File: src/hw/rtl/hrhpf_pkg.sv
package hrhpf_pkg;

	// Payload widths
	localparam int KEY_W     = 8;
	localparam int PASSKEY_W = 20;
	localparam int DIGIT_W   = 4;
	localparam int NUM_KEYS  = 6;
	localparam int NUM_DIG   = 6;

	// Request codes
	localparam logic [1:0] REQ_REPORT     = 2'd0;
	localparam logic [1:0] REQ_PAIR_START = 2'd1;
	localparam logic [1:0] REQ_PAIR_DONE  = 2'd2;
	localparam logic [1:0] REQ_LINK_UP    = 2'd3;

	// Action codes
	localparam logic [2:0] ACT_FORWARD = 3'd0;
	localparam logic [2:0] ACT_SWITCH  = 3'd1;
	localparam logic [2:0] ACT_UNPAIR  = 3'd2;
	localparam logic [2:0] ACT_SUBMIT  = 3'd3;
	localparam logic [2:0] ACT_CANCEL  = 3'd4;

	// HID usage codes
	localparam logic [7:0] K_1         = 8'h1E;
	localparam logic [7:0] K_2         = 8'h1F;
	localparam logic [7:0] K_3         = 8'h20;
	localparam logic [7:0] K_9         = 8'h26;
	localparam logic [7:0] K_0         = 8'h27;
	localparam logic [7:0] K_ENTER     = 8'h28;
	localparam logic [7:0] K_ESC       = 8'h29;
	localparam logic [7:0] K_SCROLL    = 8'h47;
	localparam logic [7:0] K_PAD_ENTER = 8'h58;

	// Control of the shared decimal accumulator
	typedef struct packed {
		logic               clr;
		logic               step;
		logic [DIGIT_W-1:0] digit;
	} acc_ctl_t;

endpackage

File: src/hw/rtl/hrhpf_dec_acc.sv
// Shared decimal accumulator: clr zeroes it, else acc <= acc * 10 + digit, one digit per step
module hrhpf_dec_acc (
	input  logic                               clk,
	input  logic                               arst_n,
	input  hrhpf_pkg::acc_ctl_t                ctl,
	output logic [hrhpf_pkg::PASSKEY_W-1:0]    acc
);

	logic [hrhpf_pkg::PASSKEY_W-1:0] acc_q;
	logic [hrhpf_pkg::PASSKEY_W-1:0] times10;

	// x10 as shift-add
	assign times10 = (acc_q << 3) + (acc_q << 1);

	always_ff @(posedge clk or negedge arst_n) begin
		if (!arst_n) begin
			acc_q <= '0;
		end else if (ctl.clr) begin
			acc_q <= '0;
		end else if (ctl.step) begin
			acc_q <= times10 + hrhpf_pkg::PASSKEY_W'(ctl.digit);
		end
	end

	assign acc = acc_q;

endmodule

File: src/hw/rtl/hid_report_hotkey_passkey_filter.sv
// HID report hotkey and passkey filter.
// Input channel (in_valid/in_stall) carries one word: a boot keyboard report
// or a link/pairing event. Output channel (out_valid/out_stall) carries result
// words; last marks the final word caused by one input word. Events and
// reports that give no result produce no output word.
// The user writes the current slot register through cfg_we/cfg_wdata only
// while idle; the block does not enforce this. An event is handled when it is
// accepted. A report first goes through the hotkey check, then builds the
// forward word outside pairing mode, or in pairing mode scans each key slot
// (KEY_SLOTS) and, for each passkey submit, clears and then runs six steps of
// the shared x10-add unit; then it flushes the last result; a switch request
// goes straight to the flush. in_stall is high for the whole of that time: one
// word is in flight at a time. A plain forward goes to the hold register and
// leaves via the output register at the flush. Results pass through a one-word
// hold register and an output register, so the last result carries its last
// flag. A stalled receiver holds the output register; the sequencer waits only
// when it must move a new result out. Reset clears the slot register, pairing
// mode, digit window, previous keys and the switch and unpair latches.
module hid_report_hotkey_passkey_filter #(
	parameter int KEY_SLOTS = 6
) (
	input  logic        clk,
	input  logic        arst_n,
	input  logic        cfg_we,
	input  logic [1:0]  cfg_wdata,
	input  logic        in_valid,
	output logic        in_stall,
	input  logic [1:0]  req_type,
	input  logic [7:0]  modifier,
	input  logic [7:0]  key0,
	input  logic [7:0]  key1,
	input  logic [7:0]  key2,
	input  logic [7:0]  key3,
	input  logic [7:0]  key4,
	input  logic [7:0]  key5,
	input  logic        link_up,
	output logic        out_valid,
	input  logic        out_stall,
	output logic [2:0]  action,
	output logic [1:0]  switch_slot,
	output logic [19:0] passkey,
	output logic [7:0]  out_modifier,
	output logic [7:0]  out_key0,
	output logic [7:0]  out_key1,
	output logic [7:0]  out_key2,
	output logic [7:0]  out_key3,
	output logic [7:0]  out_key4,
	output logic [7:0]  out_key5,
	output logic        last
);

	localparam logic [2:0] ST_IDLE   = 3'd0;
	localparam logic [2:0] ST_CHECK  = 3'd1;
	localparam logic [2:0] ST_FWD    = 3'd2;
	localparam logic [2:0] ST_SCAN   = 3'd3;
	localparam logic [2:0] ST_PK     = 3'd4;
	localparam logic [2:0] ST_SUBMIT = 3'd5;
	localparam logic [2:0] ST_FLUSH  = 3'd6;

	localparam logic [2:0] LAST_IDX = 3'(KEY_SLOTS - 1);
	localparam logic [2:0] LAST_DIG = 3'(hrhpf_pkg::NUM_DIG - 1);
	localparam logic [2:0] FULL_CNT = 3'(hrhpf_pkg::NUM_DIG);

	// Control state
	logic [2:0] state_q, state_d;
	logic [2:0] idx_q, idx_d;
	logic [2:0] pk_idx_q, pk_idx_d;
	logic [1:0] cur_slot_q;
	logic       pairing_q;
	logic       sw_latch_q;
	logic       unpair_q;
	logic [2:0] dig_cnt_q;
	logic       hold_v_q;
	logic       out_valid_q;

	// Latched word and stores
	logic [7:0] keys_q [hrhpf_pkg::NUM_KEYS];
	logic [7:0] prev_q [hrhpf_pkg::NUM_KEYS];
	logic [3:0] win_q  [hrhpf_pkg::NUM_DIG];
	logic [7:0] mod_q;
	logic       link_q;

	// Hold register for the newest result
	logic [2:0]  hold_action_q;
	logic [1:0]  hold_target_q;
	logic [19:0] hold_pk_q;
	logic        hold_fwd_q;

	// Output register
	logic [2:0]  out_action_q;
	logic [1:0]  out_target_q;
	logic [19:0] out_pk_q;
	logic [7:0]  out_mod_q;
	logic [7:0]  out_keys_q [hrhpf_pkg::NUM_KEYS];
	logic        out_last_q;

	logic [7:0] in_keys [hrhpf_pkg::NUM_KEYS];
	logic       accept;
	logic       out_free;

	// Sequencer outputs
	logic        hold_load, hold_clr, out_load, out_last_d;
	logic [2:0]  new_action;
	logic [1:0]  new_target;
	logic [19:0] new_pk;
	logic        new_fwd;
	logic        push_dig, prev_load, sw_set, sw_clr, pend_set, adv;
	logic [3:0]  dig_val;

	// Report decode
	logic       scroll, esc, has_num;
	logic [1:0] target;
	logic [7:0] cur_key;
	logic       seen;
	logic [7:0] dig_raw;

	hrhpf_pkg::acc_ctl_t acc_ctl;
	logic [19:0]         acc;

	hrhpf_dec_acc u_acc (
		.clk    (clk),
		.arst_n (arst_n),
		.ctl    (acc_ctl),
		.acc    (acc)
	);

	assign in_keys[0] = key0;
	assign in_keys[1] = key1;
	assign in_keys[2] = key2;
	assign in_keys[3] = key3;
	assign in_keys[4] = key4;
	assign in_keys[5] = key5;

	assign in_stall = (state_q != ST_IDLE);
	assign accept   = in_valid && !in_stall;
	assign out_free = !out_valid_q || !out_stall;

	// Hotkey flags over the latched keys; the last number key wins
	always_comb begin
		scroll  = 1'b0;
		esc     = 1'b0;
		has_num = 1'b0;
		target  = 2'd0;
		for (int i = 0; i < hrhpf_pkg::NUM_KEYS; i++) begin
			if (keys_q[i] == hrhpf_pkg::K_SCROLL) scroll = 1'b1;
			if (keys_q[i] == hrhpf_pkg::K_ESC) esc = 1'b1;
			if (keys_q[i] == hrhpf_pkg::K_1) begin
				target = 2'd0;
				has_num = 1'b1;
			end else if (keys_q[i] == hrhpf_pkg::K_2) begin
				target = 2'd1;
				has_num = 1'b1;
			end else if (keys_q[i] == hrhpf_pkg::K_3) begin
				target = 2'd2;
				has_num = 1'b1;
			end
		end
	end

	// Key under scan and whether the previous report held it
	assign cur_key = keys_q[idx_q];
	assign dig_raw = cur_key - hrhpf_pkg::K_1 + 8'd1;
	always_comb begin
		seen = 1'b0;
		for (int j = 0; j < hrhpf_pkg::NUM_KEYS; j++) begin
			if (prev_q[j] == cur_key) seen = 1'b1;
		end
	end

	// Sequencer
	always_comb begin
		state_d       = state_q;
		idx_d         = idx_q;
		pk_idx_d      = pk_idx_q;
		hold_load     = 1'b0;
		hold_clr      = 1'b0;
		out_load      = 1'b0;
		out_last_d    = 1'b0;
		new_action    = hrhpf_pkg::ACT_FORWARD;
		new_target    = 2'd0;
		new_pk        = '0;
		new_fwd       = 1'b0;
		push_dig      = 1'b0;
		dig_val       = 4'd0;
		prev_load     = 1'b0;
		sw_set        = 1'b0;
		sw_clr        = 1'b0;
		pend_set      = 1'b0;
		adv           = 1'b0;
		acc_ctl.clr   = 1'b0;
		acc_ctl.step  = 1'b0;
		acc_ctl.digit = win_q[pk_idx_q];

		case (state_q)
			ST_IDLE: begin
				if (accept && req_type == hrhpf_pkg::REQ_REPORT) state_d = ST_CHECK;
			end
			ST_CHECK: begin
				if (scroll && has_num && !sw_latch_q && target != cur_slot_q) begin
					sw_set     = 1'b1;
					hold_load  = 1'b1;
					new_action = hrhpf_pkg::ACT_SWITCH;
					new_target = target;
					state_d    = ST_FLUSH;
				end else begin
					sw_clr = !scroll;
					if (pairing_q) begin
						idx_d   = 3'd0;
						state_d = ST_SCAN;
					end else begin
						if (scroll && esc && !unpair_q && link_q) begin
							pend_set   = 1'b1;
							hold_load  = 1'b1;
							new_action = hrhpf_pkg::ACT_UNPAIR;
						end
						state_d = ST_FWD;
					end
				end
			end
			ST_FWD: begin
				if (!link_q) begin
					state_d = ST_FLUSH;
				end else if (!hold_v_q || out_free) begin
					hold_load  = 1'b1;
					out_load   = hold_v_q;
					new_action = hrhpf_pkg::ACT_FORWARD;
					new_fwd    = 1'b1;
					state_d    = ST_FLUSH;
				end
			end
			ST_SCAN: begin
				if (cur_key == 8'd0 || seen) begin
					adv = 1'b1;
				end else if (cur_key >= hrhpf_pkg::K_1 && cur_key <= hrhpf_pkg::K_9) begin
					push_dig = 1'b1;
					dig_val  = dig_raw[3:0];
					adv      = 1'b1;
				end else if (cur_key == hrhpf_pkg::K_0) begin
					push_dig = 1'b1;
					adv      = 1'b1;
				end else if (cur_key == hrhpf_pkg::K_ENTER
						|| cur_key == hrhpf_pkg::K_PAD_ENTER) begin
					if (dig_cnt_q == FULL_CNT) begin
						acc_ctl.clr = 1'b1;
						pk_idx_d    = 3'd0;
						state_d     = ST_PK;
					end else begin
						adv = 1'b1;
					end
				end else if (cur_key == hrhpf_pkg::K_ESC) begin
					if (!hold_v_q || out_free) begin
						hold_load  = 1'b1;
						out_load   = hold_v_q;
						new_action = hrhpf_pkg::ACT_CANCEL;
						adv        = 1'b1;
					end
				end else begin
					adv = 1'b1;
				end
			end
			ST_PK: begin
				acc_ctl.step = 1'b1;
				if (pk_idx_q == LAST_DIG) begin
					state_d = ST_SUBMIT;
				end else begin
					pk_idx_d = pk_idx_q + 3'd1;
				end
			end
			ST_SUBMIT: begin
				if (!hold_v_q || out_free) begin
					hold_load  = 1'b1;
					out_load   = hold_v_q;
					new_action = hrhpf_pkg::ACT_SUBMIT;
					new_pk     = acc;
					adv        = 1'b1;
				end
			end
			ST_FLUSH: begin
				if (!hold_v_q) begin
					state_d = ST_IDLE;
				end else if (out_free) begin
					out_load   = 1'b1;
					out_last_d = 1'b1;
					hold_clr   = 1'b1;
					state_d    = ST_IDLE;
				end
			end
			default: begin
				state_d = ST_IDLE;
			end
		endcase

		// Step to the next key slot, or finish the scan
		if (adv) begin
			if (idx_q == LAST_IDX) begin
				prev_load = 1'b1;
				state_d   = ST_FLUSH;
			end else begin
				idx_d   = idx_q + 3'd1;
				state_d = ST_SCAN;
			end
		end
	end

	// Control registers
	always_ff @(posedge clk or negedge arst_n) begin
		if (!arst_n) begin
			state_q     <= ST_IDLE;
			idx_q       <= 3'd0;
			pk_idx_q    <= 3'd0;
			cur_slot_q  <= 2'd0;
			pairing_q   <= 1'b0;
			sw_latch_q  <= 1'b0;
			unpair_q    <= 1'b0;
			dig_cnt_q   <= 3'd0;
			hold_v_q    <= 1'b0;
			out_valid_q <= 1'b0;
			for (int i = 0; i < hrhpf_pkg::NUM_KEYS; i++) prev_q[i] <= 8'd0;
			for (int i = 0; i < hrhpf_pkg::NUM_DIG; i++) win_q[i] <= 4'd0;
		end else begin
			state_q  <= state_d;
			idx_q    <= idx_d;
			pk_idx_q <= pk_idx_d;

			if (cfg_we) cur_slot_q <= cfg_wdata;

			// Events handled at acceptance
			if (accept && (req_type == hrhpf_pkg::REQ_PAIR_START
					|| req_type == hrhpf_pkg::REQ_PAIR_DONE)) begin
				pairing_q <= (req_type == hrhpf_pkg::REQ_PAIR_START);
				dig_cnt_q <= 3'd0;
				for (int i = 0; i < hrhpf_pkg::NUM_KEYS; i++) prev_q[i] <= 8'd0;
				for (int i = 0; i < hrhpf_pkg::NUM_DIG; i++) win_q[i] <= 4'd0;
			end
			if (accept && req_type == hrhpf_pkg::REQ_LINK_UP) unpair_q <= 1'b0;

			if (sw_set) sw_latch_q <= 1'b1;
			else if (sw_clr) sw_latch_q <= 1'b0;
			if (pend_set) unpair_q <= 1'b1;

			// Digit window: shift when full, else append
			if (push_dig) begin
				if (dig_cnt_q >= FULL_CNT) begin
					for (int i = 0; i < hrhpf_pkg::NUM_DIG - 1; i++) win_q[i] <= win_q[i+1];
					win_q[hrhpf_pkg::NUM_DIG-1] <= dig_val;
				end else begin
					win_q[dig_cnt_q] <= dig_val;
					dig_cnt_q <= dig_cnt_q + 3'd1;
				end
			end

			if (prev_load) begin
				for (int i = 0; i < hrhpf_pkg::NUM_KEYS; i++) prev_q[i] <= keys_q[i];
			end

			if (hold_load) hold_v_q <= 1'b1;
			else if (hold_clr) hold_v_q <= 1'b0;

			if (out_load) out_valid_q <= 1'b1;
			else if (!out_stall) out_valid_q <= 1'b0;
		end
	end

	// Payload registers
	always_ff @(posedge clk) begin
		if (accept) begin
			mod_q  <= modifier;
			link_q <= link_up;
			for (int i = 0; i < hrhpf_pkg::NUM_KEYS; i++) begin
				keys_q[i] <= (i < KEY_SLOTS) ? in_keys[i] : 8'd0;
			end
		end
		if (hold_load) begin
			hold_action_q <= new_action;
			hold_target_q <= new_target;
			hold_pk_q     <= new_pk;
			hold_fwd_q    <= new_fwd;
		end
		if (out_load) begin
			out_action_q <= hold_action_q;
			out_target_q <= hold_target_q;
			out_pk_q     <= hold_pk_q;
			out_mod_q    <= hold_fwd_q ? mod_q : 8'd0;
			for (int i = 0; i < hrhpf_pkg::NUM_KEYS; i++) begin
				out_keys_q[i] <= hold_fwd_q ? keys_q[i] : 8'd0;
			end
			out_last_q <= out_last_d;
		end
	end

	assign out_valid    = out_valid_q;
	assign action       = out_action_q;
	assign switch_slot  = out_target_q;
	assign passkey      = out_pk_q;
	assign out_modifier = out_mod_q;
	assign out_key0     = out_keys_q[0];
	assign out_key1     = out_keys_q[1];
	assign out_key2     = out_keys_q[2];
	assign out_key3     = out_keys_q[3];
	assign out_key4     = out_keys_q[4];
	assign out_key5     = out_keys_q[5];
	assign last         = out_last_q;

endmodule
File: config.mk
export PLATFORM = sky130hd
export DESIGN_NAME = hid_report_hotkey_passkey_filter
export DESIGN_NICKNAME = d
export VERILOG_FILES = /design/src/hw/rtl/hrhpf_pkg.sv /design/src/hw/rtl/hrhpf_dec_acc.sv /design/src/hw/rtl/hid_report_hotkey_passkey_filter.sv
export SDC_FILE = /design/constraint.sdc
export NUM_CORES = 1
export LEC_CHECK = 0
export BUFFER_PORTS_ARGS = -buffer_cell sky130_fd_sc_hd__buf_2
export CAP_MARGIN = 40
export CELL_PAD_IN_SITES_DETAIL_PLACEMENT = 1
export CELL_PAD_IN_SITES_GLOBAL_PLACEMENT = 2
export CORE_MARGIN = 4
export CORE_UTILIZATION = 40
export CTS_CLUSTER_SIZE = 28
export DETAILED_ROUTE_END_ITERATION = 12
export HOLD_SLACK_MARGIN = 0.05
export PLACE_DENSITY = 0.77
export RECOVER_POWER = 50
export SYNTH_ARGS = -nofsm -noshare
export SYNTH_HDL_FRONTEND = slang
export SYNTH_SLANG_ARGS = --single-unit
export TNS_END_PERCENT = 50
File: constraint.sdc
create_clock -name clk -period 8.5 [get_ports clk]
set_input_delay 1.7 -clock clk [delete_from_list [all_inputs] [get_ports clk]]
set_output_delay 1.7 -clock clk [all_outputs]
set_load 0.01 [all_outputs]
==> results_dict.tcl, run 1 <==
set metrics [dict create \
    rows 67 \
    synth_edf_count 165 \
    yosysSeqAreaShare_pct 55.9 \
    grt_pass1_vias 10500 \
    clk_pin_slew_ns 0.05 \
    finalInstanceArea_mm2 0.0161 \
    drive_above_1_share_pct 17.1 \
    crit_chain "clkbuf_1 > and3_2 > clkbuf_1 > nand2_1 > buf_4 > inv_1 > o31ai_4 > buf_4 > a22o_1" \
    cts_max_path_buffers 3 \
    required_ns 8.90 \
    drt_wl_total_mm 41.3 \
    drc 0 \
    synthArstFlopShare_pct 40.2 \
    cpLargestDelayFamily "buffers and inverters" \
    area_growth_pct 16.2 \
    tightest_slew_ns 3.57 \
    critical_path_class "input pin to register" \
    fin_crit_ns 5.40 \
    num-fill-cells 3656 \
    place_congestion 0.910 \
    antenna_found_initial 1 \
    die_area_mm2 0.0376 \
    holdCritStartpoint "hold_pk_q[3]" \
    crit_start "in_valid" \
    start_util_pct 40.9 \
    cts.sinks 276 \
    maxSlewHeadroom_pct -138 \
    leakage_nw 6.38 \
    yosys_warnings 0 \
    post_cts_buffers 0 \
    powerDensity_mw_per_mm2 379 \
    cts_resized 0 \
    hp-class "register to register" \
    timing.final.crit_share_pct 63.6 \
    cts_tree "built" \
    diodes 0 \
    fin_tns_setup_ns 0 \
    h-tree-depth 2 \
    globalRouteOverflowTotal 0 \
    dr.first_iter.drc_count 681 \
    synthDistinctLibCells 82 \
    dpl_cell_area_mm2 0.0150 \
    path_max_fanout 59 \
    cp.buffers_inverters 5 \
    hold_violations 0 \
    syn_inst 1134 \
    cts_made_buffers 34 \
    via_per_inst 5.69 \
    fp.dieW_um 194 \
    synth_area_mm2 0.0138 \
    critPathLaunchType "input pin" \
    cp-end-kind "register" \
    rsz0062_at_grt "false" \
    status "finished with violations" \
    clk_latency_ns 0.53 \
    cap_violations 3 \
    cp_slowest_cell "clkbuf_1" \
    port_buffers 149 \
    ys_ff_latch 276 \
    core_area_mm2 0.0339 \
    synth_top_flop_cell "edfxtp_1" \
    nets 1404 \
    vias 10000 \
    cts_hold_buf 0 \
    skew_ns 0.0202 \
    drt_first_pass_iters 4 \
    slew_viol_final 169 \
    num_io_pins 150 \
    slowest_delay_ns 2.43 \
    chipHeight_um 194 \
    violations "capacitance limit, slew limit" \
    worstPathArrival_ns 5.80 \
    clockRootBuffer "clkbuf_16" \
    setup_viol 0 \
    grt_pass1_wl_mm 64.4 \
    r2r-start "state_q[1]" \
    postRouteAntennaNets 0 \
    syn-num-nets 1249 \
    drt-wirelength-per-cell_um 23.5 \
    grt_start_max_net_pins 66 \
    max_freq_mhz 185 \
    track_usage_pct 21.7 \
    dpl.hpwl_mm 29.2 \
    ir_worst_vdd_mv 0.202 \
    avgSynthCellArea_um2 12.2 \
]
[power breakdown]
| part | switching [W] | leakage [nW] | internal [W] |
|---|---|---|---|
| clock network | 0.000576 | 0.544 | 0.000867 |
| logic | 0.00139 | 2.85 | 0.000968 |
| registers | 0.000376 | 2.98 | 0.00192 |
[worst register-to-register path, stage by stage, from the launching register on]
cell      delay (ns)
dfrtp_1         0.51
nor2_1          0.28
and3_2          0.21
clkbuf_1        2.43
nand2_1         0.15
buf_4           0.37
inv_1           0.20
o31ai_4         0.09
buf_4           0.30
a22o_1          0.26
[per-layer routing]
| layer | GRT usage (%) | share of wire [%] | vias to the layer above |
|---|---|---|---|
| li1 | - | - | 4587 |
| met1 | 31.4 | 47 | 5109 |
| met2 | 34.6 | 46 | 262 |
| met3 | 3.48 | 4.9 | 59 |
| met4 | 5.34 | 2.0 | 0 |
| met5 | 0 | 0 | - |
[layout by cell type (no fill, tap or decap), types with 6 or more instances in the layout]
cell         n
a21oi_1     44
mux2i_1     24
nand2_1     91
ha_1        47
clkbuf_1    43
a22o_1      51
nor4_1      14
nor3b_1      6
o21ai_0     21
and2_1      24
a2bb2oi_1   12
a211oi_1     6
a21o_1      12
nand3_1     24
o31ai_1      6
nor4b_1      8
buf_4       15
xor2_1      20
nor3_1      21
clkbuf_16   35
nand2b_1     6
or3_1       12
xnor2_1     45
clkbuf_8     6
mux4_2      10
and3_1      11
dfrtp_1    111
edfxtp_1   165
mux2_2       9
nor2_1      38
buf_2      114
a31oi_1      7
o22ai_1     20
nand4_1     17
nor2b_1     12
inv_1       32
and2_0      58
[layout make-up]
class	instances	area, um2	share of cell area (%)
multi-input cells	774	5700	35.4
clock buffers	45	973	6.05
flip-flops and latches	276	7730	48.1
inverters	33	124	0.770
well taps	448	561	3.49
repair buffers	170	860	5.35
clock inverters	16	136	0.848
[state kept, by name, summed over array words and instances, names as in the netlist, 2 cells and up]
register       count
passkey           20
action             3
hold_pk_q         20
out_modifier       8
prev_q            48
hold_action_q      3
switch_slot        2
idx_q              3
hold_target_q      2
out_keys_q        48
u_acc.acc         20
win_q             24
state_q            3
dig_cnt_q          3
pk_idx_q           3
keys_q            48
cur_slot_q         2
mod_q              8
[per-stage QoR]
step           util, %  hold slack (ns)  cells  setup slack, ns  total power [W]
5_1_grt           47.5            0.428   1762             2.61          0.00649
2_1_floorplan        -            0.400   1134             1.98          0.00393
3_5_place_dp      44.4            0.406   1701             3.64          0.00469
4_1_cts           47.7            0.419   1762             3.61          0.00616
3_3_place_gp      44.3            0.403   1698             3.75          0.00463
6_report          47.5            0.416   1762             3.10          0.00610
[Yosys cell counts, types with 9 or more instances]
master     number  share of area [%]
edfxtp_1      165                 36
dfrtp_1       111                 20
nand2_1        91                2.5
and2_1         82                3.7
a22o_1         51                3.2
ha_1           47                4.2
xnor2_1        45                2.8
a21oi_1        44                1.6
nor2_1         39                1.1
inv_1          32               0.87
mux2i_1        24                1.7
nand3_1        24               0.87
clkbuf_1       21               0.57
nor3_1         21               0.76
o21ai_0        21               0.76
o22ai_1        20               0.90
xor2_1         20                1.3
nand4_1        17               0.77
buf_2          16               0.58
nor4_1         14               0.63
a21o_1         12               0.65
a2bb2oi_1      12               0.76
and3_1         12               0.54
nor2b_1        12               0.54
or3_1          12               0.54
mux4_2         10                1.6
buf_6           9               0.73
mux2_2          9               0.73
[worst paths after layout]
| kind | endpoint | slack (ns) | depth (start not counted) |
|---|---|---|---|
| min reg2reg | passkey[3] | 0.42 | 0 |
| min | passkey[3] | 0.42 | 0 |
| max | prev_q[16] | 3.10 | 9 |
| max reg2reg | prev_q[16] | 3.60 | 9 |
| max in group asynchronous | win_q[14] | 4.28 | 2 |
| min in group asynchronous | u_acc.acc[11] | 2.14 | 1 |
[logic make-up (layout without fill, tap and decap cells)]
logic type / count (synthesis) / after routing / synth area share, %
buffers and inverters: 84 / 264 / 3.02
adders and majority gates: 49 / 49 / 4.54
AOI/OAI and AO/OA: 242 / 242 / 13.0
xor gates and xnor gates: 65 / 65 / 4.11
and+or+nand+nor: 370 / 370 / 14.7
muxes: 48 / 48 / 4.75
DFF: 276 / 276 / 55.9
(Power assumes the default switching activity.)
==> inputs of run 2 (changes only) <==
CORE_UTILIZATION = 36   (was 40)
PLACE_DENSITY = 0.73   (was 0.77)
clock period = 4.45 ns   (was 8.5 ns; I/O delays follow)
==> results_dict.tcl, run 2 (synthesis gave the netlist of run 1 again) <==
set metrics [dict create \
    drt-wirelength-per-cell_um 23.3 \
    slew_viol_final 115 \
    slowest_delay_ns 0.59 \
    h-tree-depth 1 \
    cts_made_buffers 31 \
    clk_latency_ns 0.58 \
    port_buffers 149 \
    clockRootBuffer "clkbuf_16" \
    crit_chain "buf_12 > mux2_1 > mux4_2 > xor2_1 > a2111oi_0 > and4_1 > a311oi_2 > buf_12 > nand2_1 > o21a_1 > nor2_4 > buf_12" \
    via_per_inst 5.51 \
    whs_path_depth 0 \
    place_inst 1810 \
    grt_pass1_wl_mm 67.1 \
    drt_wl_total_mm 43.5 \
    rsz0062_at_grt "false" \
    area_growth_pct 19.5 \
    die_area_mm2 0.0416 \
    grt_start_max_net_pins 68 \
    hp-class "register to register" \
    timing.rr.end "out_keys_q[0][1]" \
    mostFrequentLayoutCells "edfxtp_1, dfrtp_1, buf_2, nand2_1, clkbuf_1" \
    path_max_fanout 67 \
    fin_crit_ns 3.94 \
    nets 1447 \
    core_area_mm2 0.0378 \
    critPathLaunchType "register" \
    num-fill-cells 4108 \
    dpl.hpwl_mm 31.7 \
    hold_violations 0 \
    skew_ns 0.0201 \
    worstPathArrival_ns 4.16 \
    required_ns 4.67 \
    fin_cells 1868 \
    drt_first_pass_iters 5 \
    hold_end "passkey[0]" \
    holdCritStartpoint "hold_pk_q[0]" \
    tightest_slew_ns 3.46 \
    maxSlewHeadroom_pct -130 \
    r2r_slack_ns 0.51 \
    max_freq_mhz 254 \
    status "finished with violations" \
    r2r-start "idx_q[1]" \
    globalRouteOverflowTotal 0 \
    post_cts_buffers 0 \
    ir_worst_vdd_mv 0.336 \
    diodes 0 \
    drive_above_1_share_pct 18.3 \
    violations "capacitance limit, slew limit" \
    vias 10300 \
    num_io_pins 150 \
    cp-end-kind "register" \
    reg2reg_depth 12 \
    clk_pin_slew_ns 0.07 \
    drc 0 \
    start_util_pct 36.6 \
    track_usage_pct 20.7 \
    cap_violations 2 \
    cp_slowest_cell "mux4_2" \
    rows 71 \
    cts_max_path_buffers 3 \
    timing.final.crit_share_pct 88.5 \
    setup_viol 0 \
    postRouteAntennaNets 0 \
    top_regs "keys_q (48), out_keys_q (48), prev_q (48)" \
    cpMostUsedCell "buf_12" \
    fin_tns_setup_ns 0 \
    leakage_nw 6.57 \
    powerDensity_mw_per_mm2 717 \
    critical_path_class "register to register" \
    cts_hold_buf 0 \
    place_congestion 0.905 \
    dr.first_iter.drc_count 829 \
    cts_resized 0 \
    antenna_found_initial 1 \
    cts_tree "built" \
    chipHeight_um 204 \
    grt_pass1_vias 10600 \
    cts.sinks 276 \
    final_common_cell "edfxtp_1" \
    fp.dieW_um 204 \
]
[run 2: cell types whose count changed in the layout (fill, tap and decap cells not counted), sizes merged]
| cell | change |
|---|---|
| buf | +26 |
| clkinvlp | +1 |
| bufinv | +4 |
| clkbuf | +18 |
| clkinv | -6 |
[run 2: per-layer routing]
metal,GRT usage [%],share of wire [%],vias up
met4,4.59,2.2,2
met5,0,0.030,-
li1,-,-,4658
met1,30.5,46,5242
met3,3.55,6.1,71
met2,32.5,46,315
[run 2: power breakdown]
part,internal (W),switching [W],leakage [nW]
Sequential,0.00365,0.000654,2.98
Combinational,0.00200,0.00276,3.05
Clock,0.00172,0.00108,0.534
Total,0.00736,0.00449,6.57
[run 2: through the flow]
stage	power [W]	hold slack, ns	cell area, um2	setup slack [ns]	utilization (%)
finish	0.0119	0.419	16500	0.510	43.8
detailed placement	0.00914	0.406	15500	0.506	41.1
global placement	0.00908	0.404	15500	0.530	41.1
floorplan	0.00749	0.400	13800	0.239	-
CTS	0.0120	0.417	16600	0.497	44.0
global route	0.0127	0.425	16500	0.159	43.8
[run 2: worst max-delay path, delay by kind of cell, from the launching register on]
family / cells / cell delay (ns)
buffers and inverters: 3 / 0.69
AOI/OAI and AO/OA: 3 / 0.71
DFF: 1 / 0.55
muxes: 2 / 0.92
and+or+nand+nor: 3 / 0.39
xor gates and xnor gates: 1 / 0.18
[run 2: worst max-delay path by stage]
stage               depth (start not counted)   startpoint                to
floorplan                                  12     idx_q[1]         action[0]
detailed placement                         17  pk_idx_q[0]     u_acc.acc[18]
global route                                2       arst_n        prev_q[33]
finish                                     12     idx_q[1]  out_keys_q[0][1]
CTS                                        17  pk_idx_q[0]     u_acc.acc[18]
global placement                           17  pk_idx_q[0]     u_acc.acc[18]
[run 2: area by class of cell]
class                           instances  area [um2]  share of cell area [%]
Multi-Input combinational cell        774        5700                    34.4
Inverter                               33         124                   0.749
Timing Repair Buffer                  216        1230                    7.45
Tap cell                              511         639                    3.87
Sequential cell                       276        7730                    46.8
Clock buffer                           43         873                    5.28
Clock inverter                         15         240                    1.45
==> inputs of run 3 (changes only) <==
--- a/config.mk
+++ b/config.mk
@@ -6,4 +6,5 @@
 export NUM_CORES = 1
 export LEC_CHECK = 0
+export ABC_AREA = 1
 export BUFFER_PORTS_ARGS = -buffer_cell sky130_fd_sc_hd__buf_2
 export CAP_MARGIN = 40
@@ -11,5 +12,5 @@
 export CELL_PAD_IN_SITES_GLOBAL_PLACEMENT = 2
 export CORE_MARGIN = 4
-export CORE_UTILIZATION = 36
+export CORE_UTILIZATION = 33
 export CTS_CLUSTER_SIZE = 28
 export DETAILED_ROUTE_END_ITERATION = 12
==> constraint.sdc (replaced) <==
create_clock -name clk -period 4.45 [get_ports clk]
set_input_delay 0.445 -clock clk [delete_from_list [all_inputs] [get_ports clk]]
set_output_delay 0.445 -clock clk [all_outputs]
set_load 0.01 [all_outputs]
==> results_dict.tcl, run 3 <==
set metrics [dict create \
    leakage_nw 7.92 \
    die_area_mm2 0.0478 \
    p_comb_share_pct 42.6 \
    grt_pass1_wl_mm 72.1 \
    synth_top_area_cell "edfxtp_1" \
    max_freq_mhz 257 \
    syn-num-nets 1742 \
    chipHeight_um 219 \
    hp-class "input pin to register" \
    cap_violations 3 \
    num-fill-cells 5155 \
    hold_violations 0 \
    track_usage_pct 19.4 \
    vias 11800 \
    critical_path_class "register to register" \
    cpLargestDelayFamily "compound AO/OA/AOI/OAI gates" \
    worstPathArrival_ns 4.30 \
    port_buffers 149 \
    globalRouteOverflowTotal 0 \
    cts_made_buffers 35 \
    cts_max_path_buffers 3 \
    cp-end-kind "register" \
    fp.dieW_um 219 \
    multi_input_area_mm2 0.00577 \
    place_congestion 0.827 \
    h-tree-depth 2 \
    synth_area_leaders "edfxtp_1, dfrtp_1, nand2_1" \
    hold_end "mod_q[7]" \
    netlist.area_leader.share_pct 33.8 \
    clk_latency_ns 0.54 \
    antenna_found_initial 1 \
    timing.final.crit_share_pct 87.5 \
    slew_viol_final 156 \
    timing.rr.end "u_acc.acc[18]" \
    reg2reg_depth 20 \
    grt_pass1_vias 12400 \
    via_per_inst 4.89 \
    start_util_pct 33.7 \
    setup_viol 0 \
    whs_ns 0.0808 \
    crit_chain "inv_1 > nor2_1 > o21ai_0 > nand2_1 > o21ai_0 > fa_1 > inv_1 > fa_1 > inv_1 > nand3_1 > nand2_1 > nand2_1 > nand2_1 > a21oi_1 > o21ai_0 > a21oi_1 > o21bai_1 > a21oi_1 > o21ai_0 > o21ai_0" \
    synth_edf_count 165 \
    rsz0062_at_grt "false" \
    power.share.clock_pct 22.6 \
    powerDensity_mw_per_mm2 743 \
    clk_pin_slew_ns 0.06 \
    finalPower_w 0.0127 \
    cp_slowest_cell "dfrtp_1" \
    tightest_slew_ns 2.59 \
    yosysSeqAreaShare_pct 52.8 \
    drive_above_1_share_pct 13.4 \
    intPower_w 0.00733 \
    dpl.hpwl_mm 33.8 \
    seq_area_mm2 0.00773 \
    dr.first_iter.drc_count 713 \
    num_io_pins 150 \
    ys_top_cells_by_count "nand2_1, inv_1, edfxtp_1" \
    drt-wirelength-per-cell_um 19.3 \
    seqPwrFrac_pct 34.8 \
    cpMostUsedCell "o21ai_0" \
    cts.sinks 276 \
    r2r_slack_ns 0.55 \
    final_common_cell "nand2_1" \
    r2r-start "pk_idx_q[0]" \
    top_regs "keys_q (48), out_keys_q (48), prev_q (48)" \
    ir_worst_vdd_mv 0.306 \
    drt_wl_total_mm 46.4 \
    yosys_warnings 0 \
    path_max_fanout 18 \
    critPathLaunchType "register" \
    violations "capacitance limit, slew limit" \
    core_area_mm2 0.0435 \
    cp.buffers_inverters 3 \
    maxSlewHeadroom_pct -72.7 \
    required_ns 4.85 \
    rows 76 \
    whs_path_depth 1 \
    layout_setup_ws_ns 0.555 \
    drc 0 \
    post_cts_buffers 0 \
    skew_ns 0.0236 \
    synth_most_common_cell "nand2_1" \
    finalInstanceArea_mm2 0.0172 \
    ys_ff_latch 276 \
    slowest_delay_ns 0.64 \
    synthArstFlopShare_pct 40.2 \
    holdCritStartpoint "modifier[7]" \
    cts_tree "built" \
    place_inst 2337 \
    mostFrequentLayoutCells "nand2_1, inv_1, edfxtp_1, nand3_1, nor2_1" \
    nets 1909 \
    p_switching_w 0.00541 \
    grt_start_max_net_pins 59 \
    syn_inst 1627 \
    pre_cts_slack_ns 0.545 \
    clockRootBuffer "clkbuf_16" \
    fin_crit_ns 3.90 \
    synth_area_mm2 0.0146 \
    area_growth_pct 17.2 \
    synth_top_flop_cell "edfxtp_1" \
    status "finished with violations" \
    switching_share_pct 42.5 \
    postRouteAntennaNets 0 \
    dpl_cell_area_mm2 0.0161 \
    drt_first_pass_iters 5 \
    avgSynthCellArea_um2 9.00 \
    fin_cells 2404 \
    synthDistinctLibCells 51 \
]
run 3: cell count changes after synthesis, moves of 30 or more:
cell / before / now
a22o_1: 51 / 0
and2_1: 82 / 0
nand2_1: 91 / 438
xnor2_1: 45 / 4
nor2_1: 39 / 122
o22ai_2: 1 / 31
nand3_1: 24 / 143
inv_1: 32 / 227
o21ai_0: 21 / 65
run 3: logic make-up (layout without fill, tap and decap cells):
kind of cell               after synthesis  count (layout)  share of synthesized area, %
buffers and inverters                  280             471                          7.93
AOI/OAI and AO/OA                      196             196                          9.22
other                                    0               1                             0
and+or+nand+nor                        797             797                          24.0
muxes                                    1               1                        0.0769
xor gates and xnor gates                28              28                          1.68
adders and majority gates               49              49                          4.29
DFF                                    276             276                          52.8
run 3: per-layer routing:
metal	share of wire, %	track usage (%)
met1	46	26.2
met4	2.6	5.41
met3	3.9	3.07
met5	0	0
met2	48	32.4
run 3: final cells by class:
class / count / share of cell area (%)
Clock inverter: 13 / 0.729
Antenna cell: 1 / 0.0146
Timing Repair Buffer: 175 / 5.20
Sequential cell: 276 / 45.0
Multi-Input combinational cell: 1071 / 33.6
Inverter: 235 / 5.15
Tap cell: 585 / 4.26
Clock buffer: 48 / 6.00
run 3: power by group through the flow:
stage	clock [W]	sequential, W	combinational [W]
after floorplan	0	0.00446	0.00370
after global placement	0	0.00444	0.00542
after detailed placement	0	0.00447	0.00554
after CTS	0.00297	0.00444	0.00559
after global routing	0.00308	0.00454	0.00620
final	0.00288	0.00443	0.00544
run 3: worst max-delay path by stage:
stage,cells after the start,startpoint,end
after floorplan,12,state_q[1],win_q[10]
after global placement,20,pk_idx_q[0],u_acc.acc[18]
after detailed placement,20,pk_idx_q[0],u_acc.acc[18]
after CTS,20,pk_idx_q[0],u_acc.acc[18]
after global routing,21,pk_idx_q[0],u_acc.acc[14]
final,20,pk_idx_q[0],u_acc.acc[18]
run 3: stage by stage:
stage	utilization [%]	TNS, ns
2_1_floorplan	-	-2.97
3_3_place_gp	36.9	0
3_5_place_dp	37.0	0
4_1_cts	39.8	0
5_1_grt	39.5	0
6_report	39.5	0
run 3: repair_timing:
item / in CTS / in global routing
endpoints found under the setup margin: 0 / 0
hold endpoints to repair: 18 / 0
hold buffers: 5 / 0
resized for setup: 0 / 0
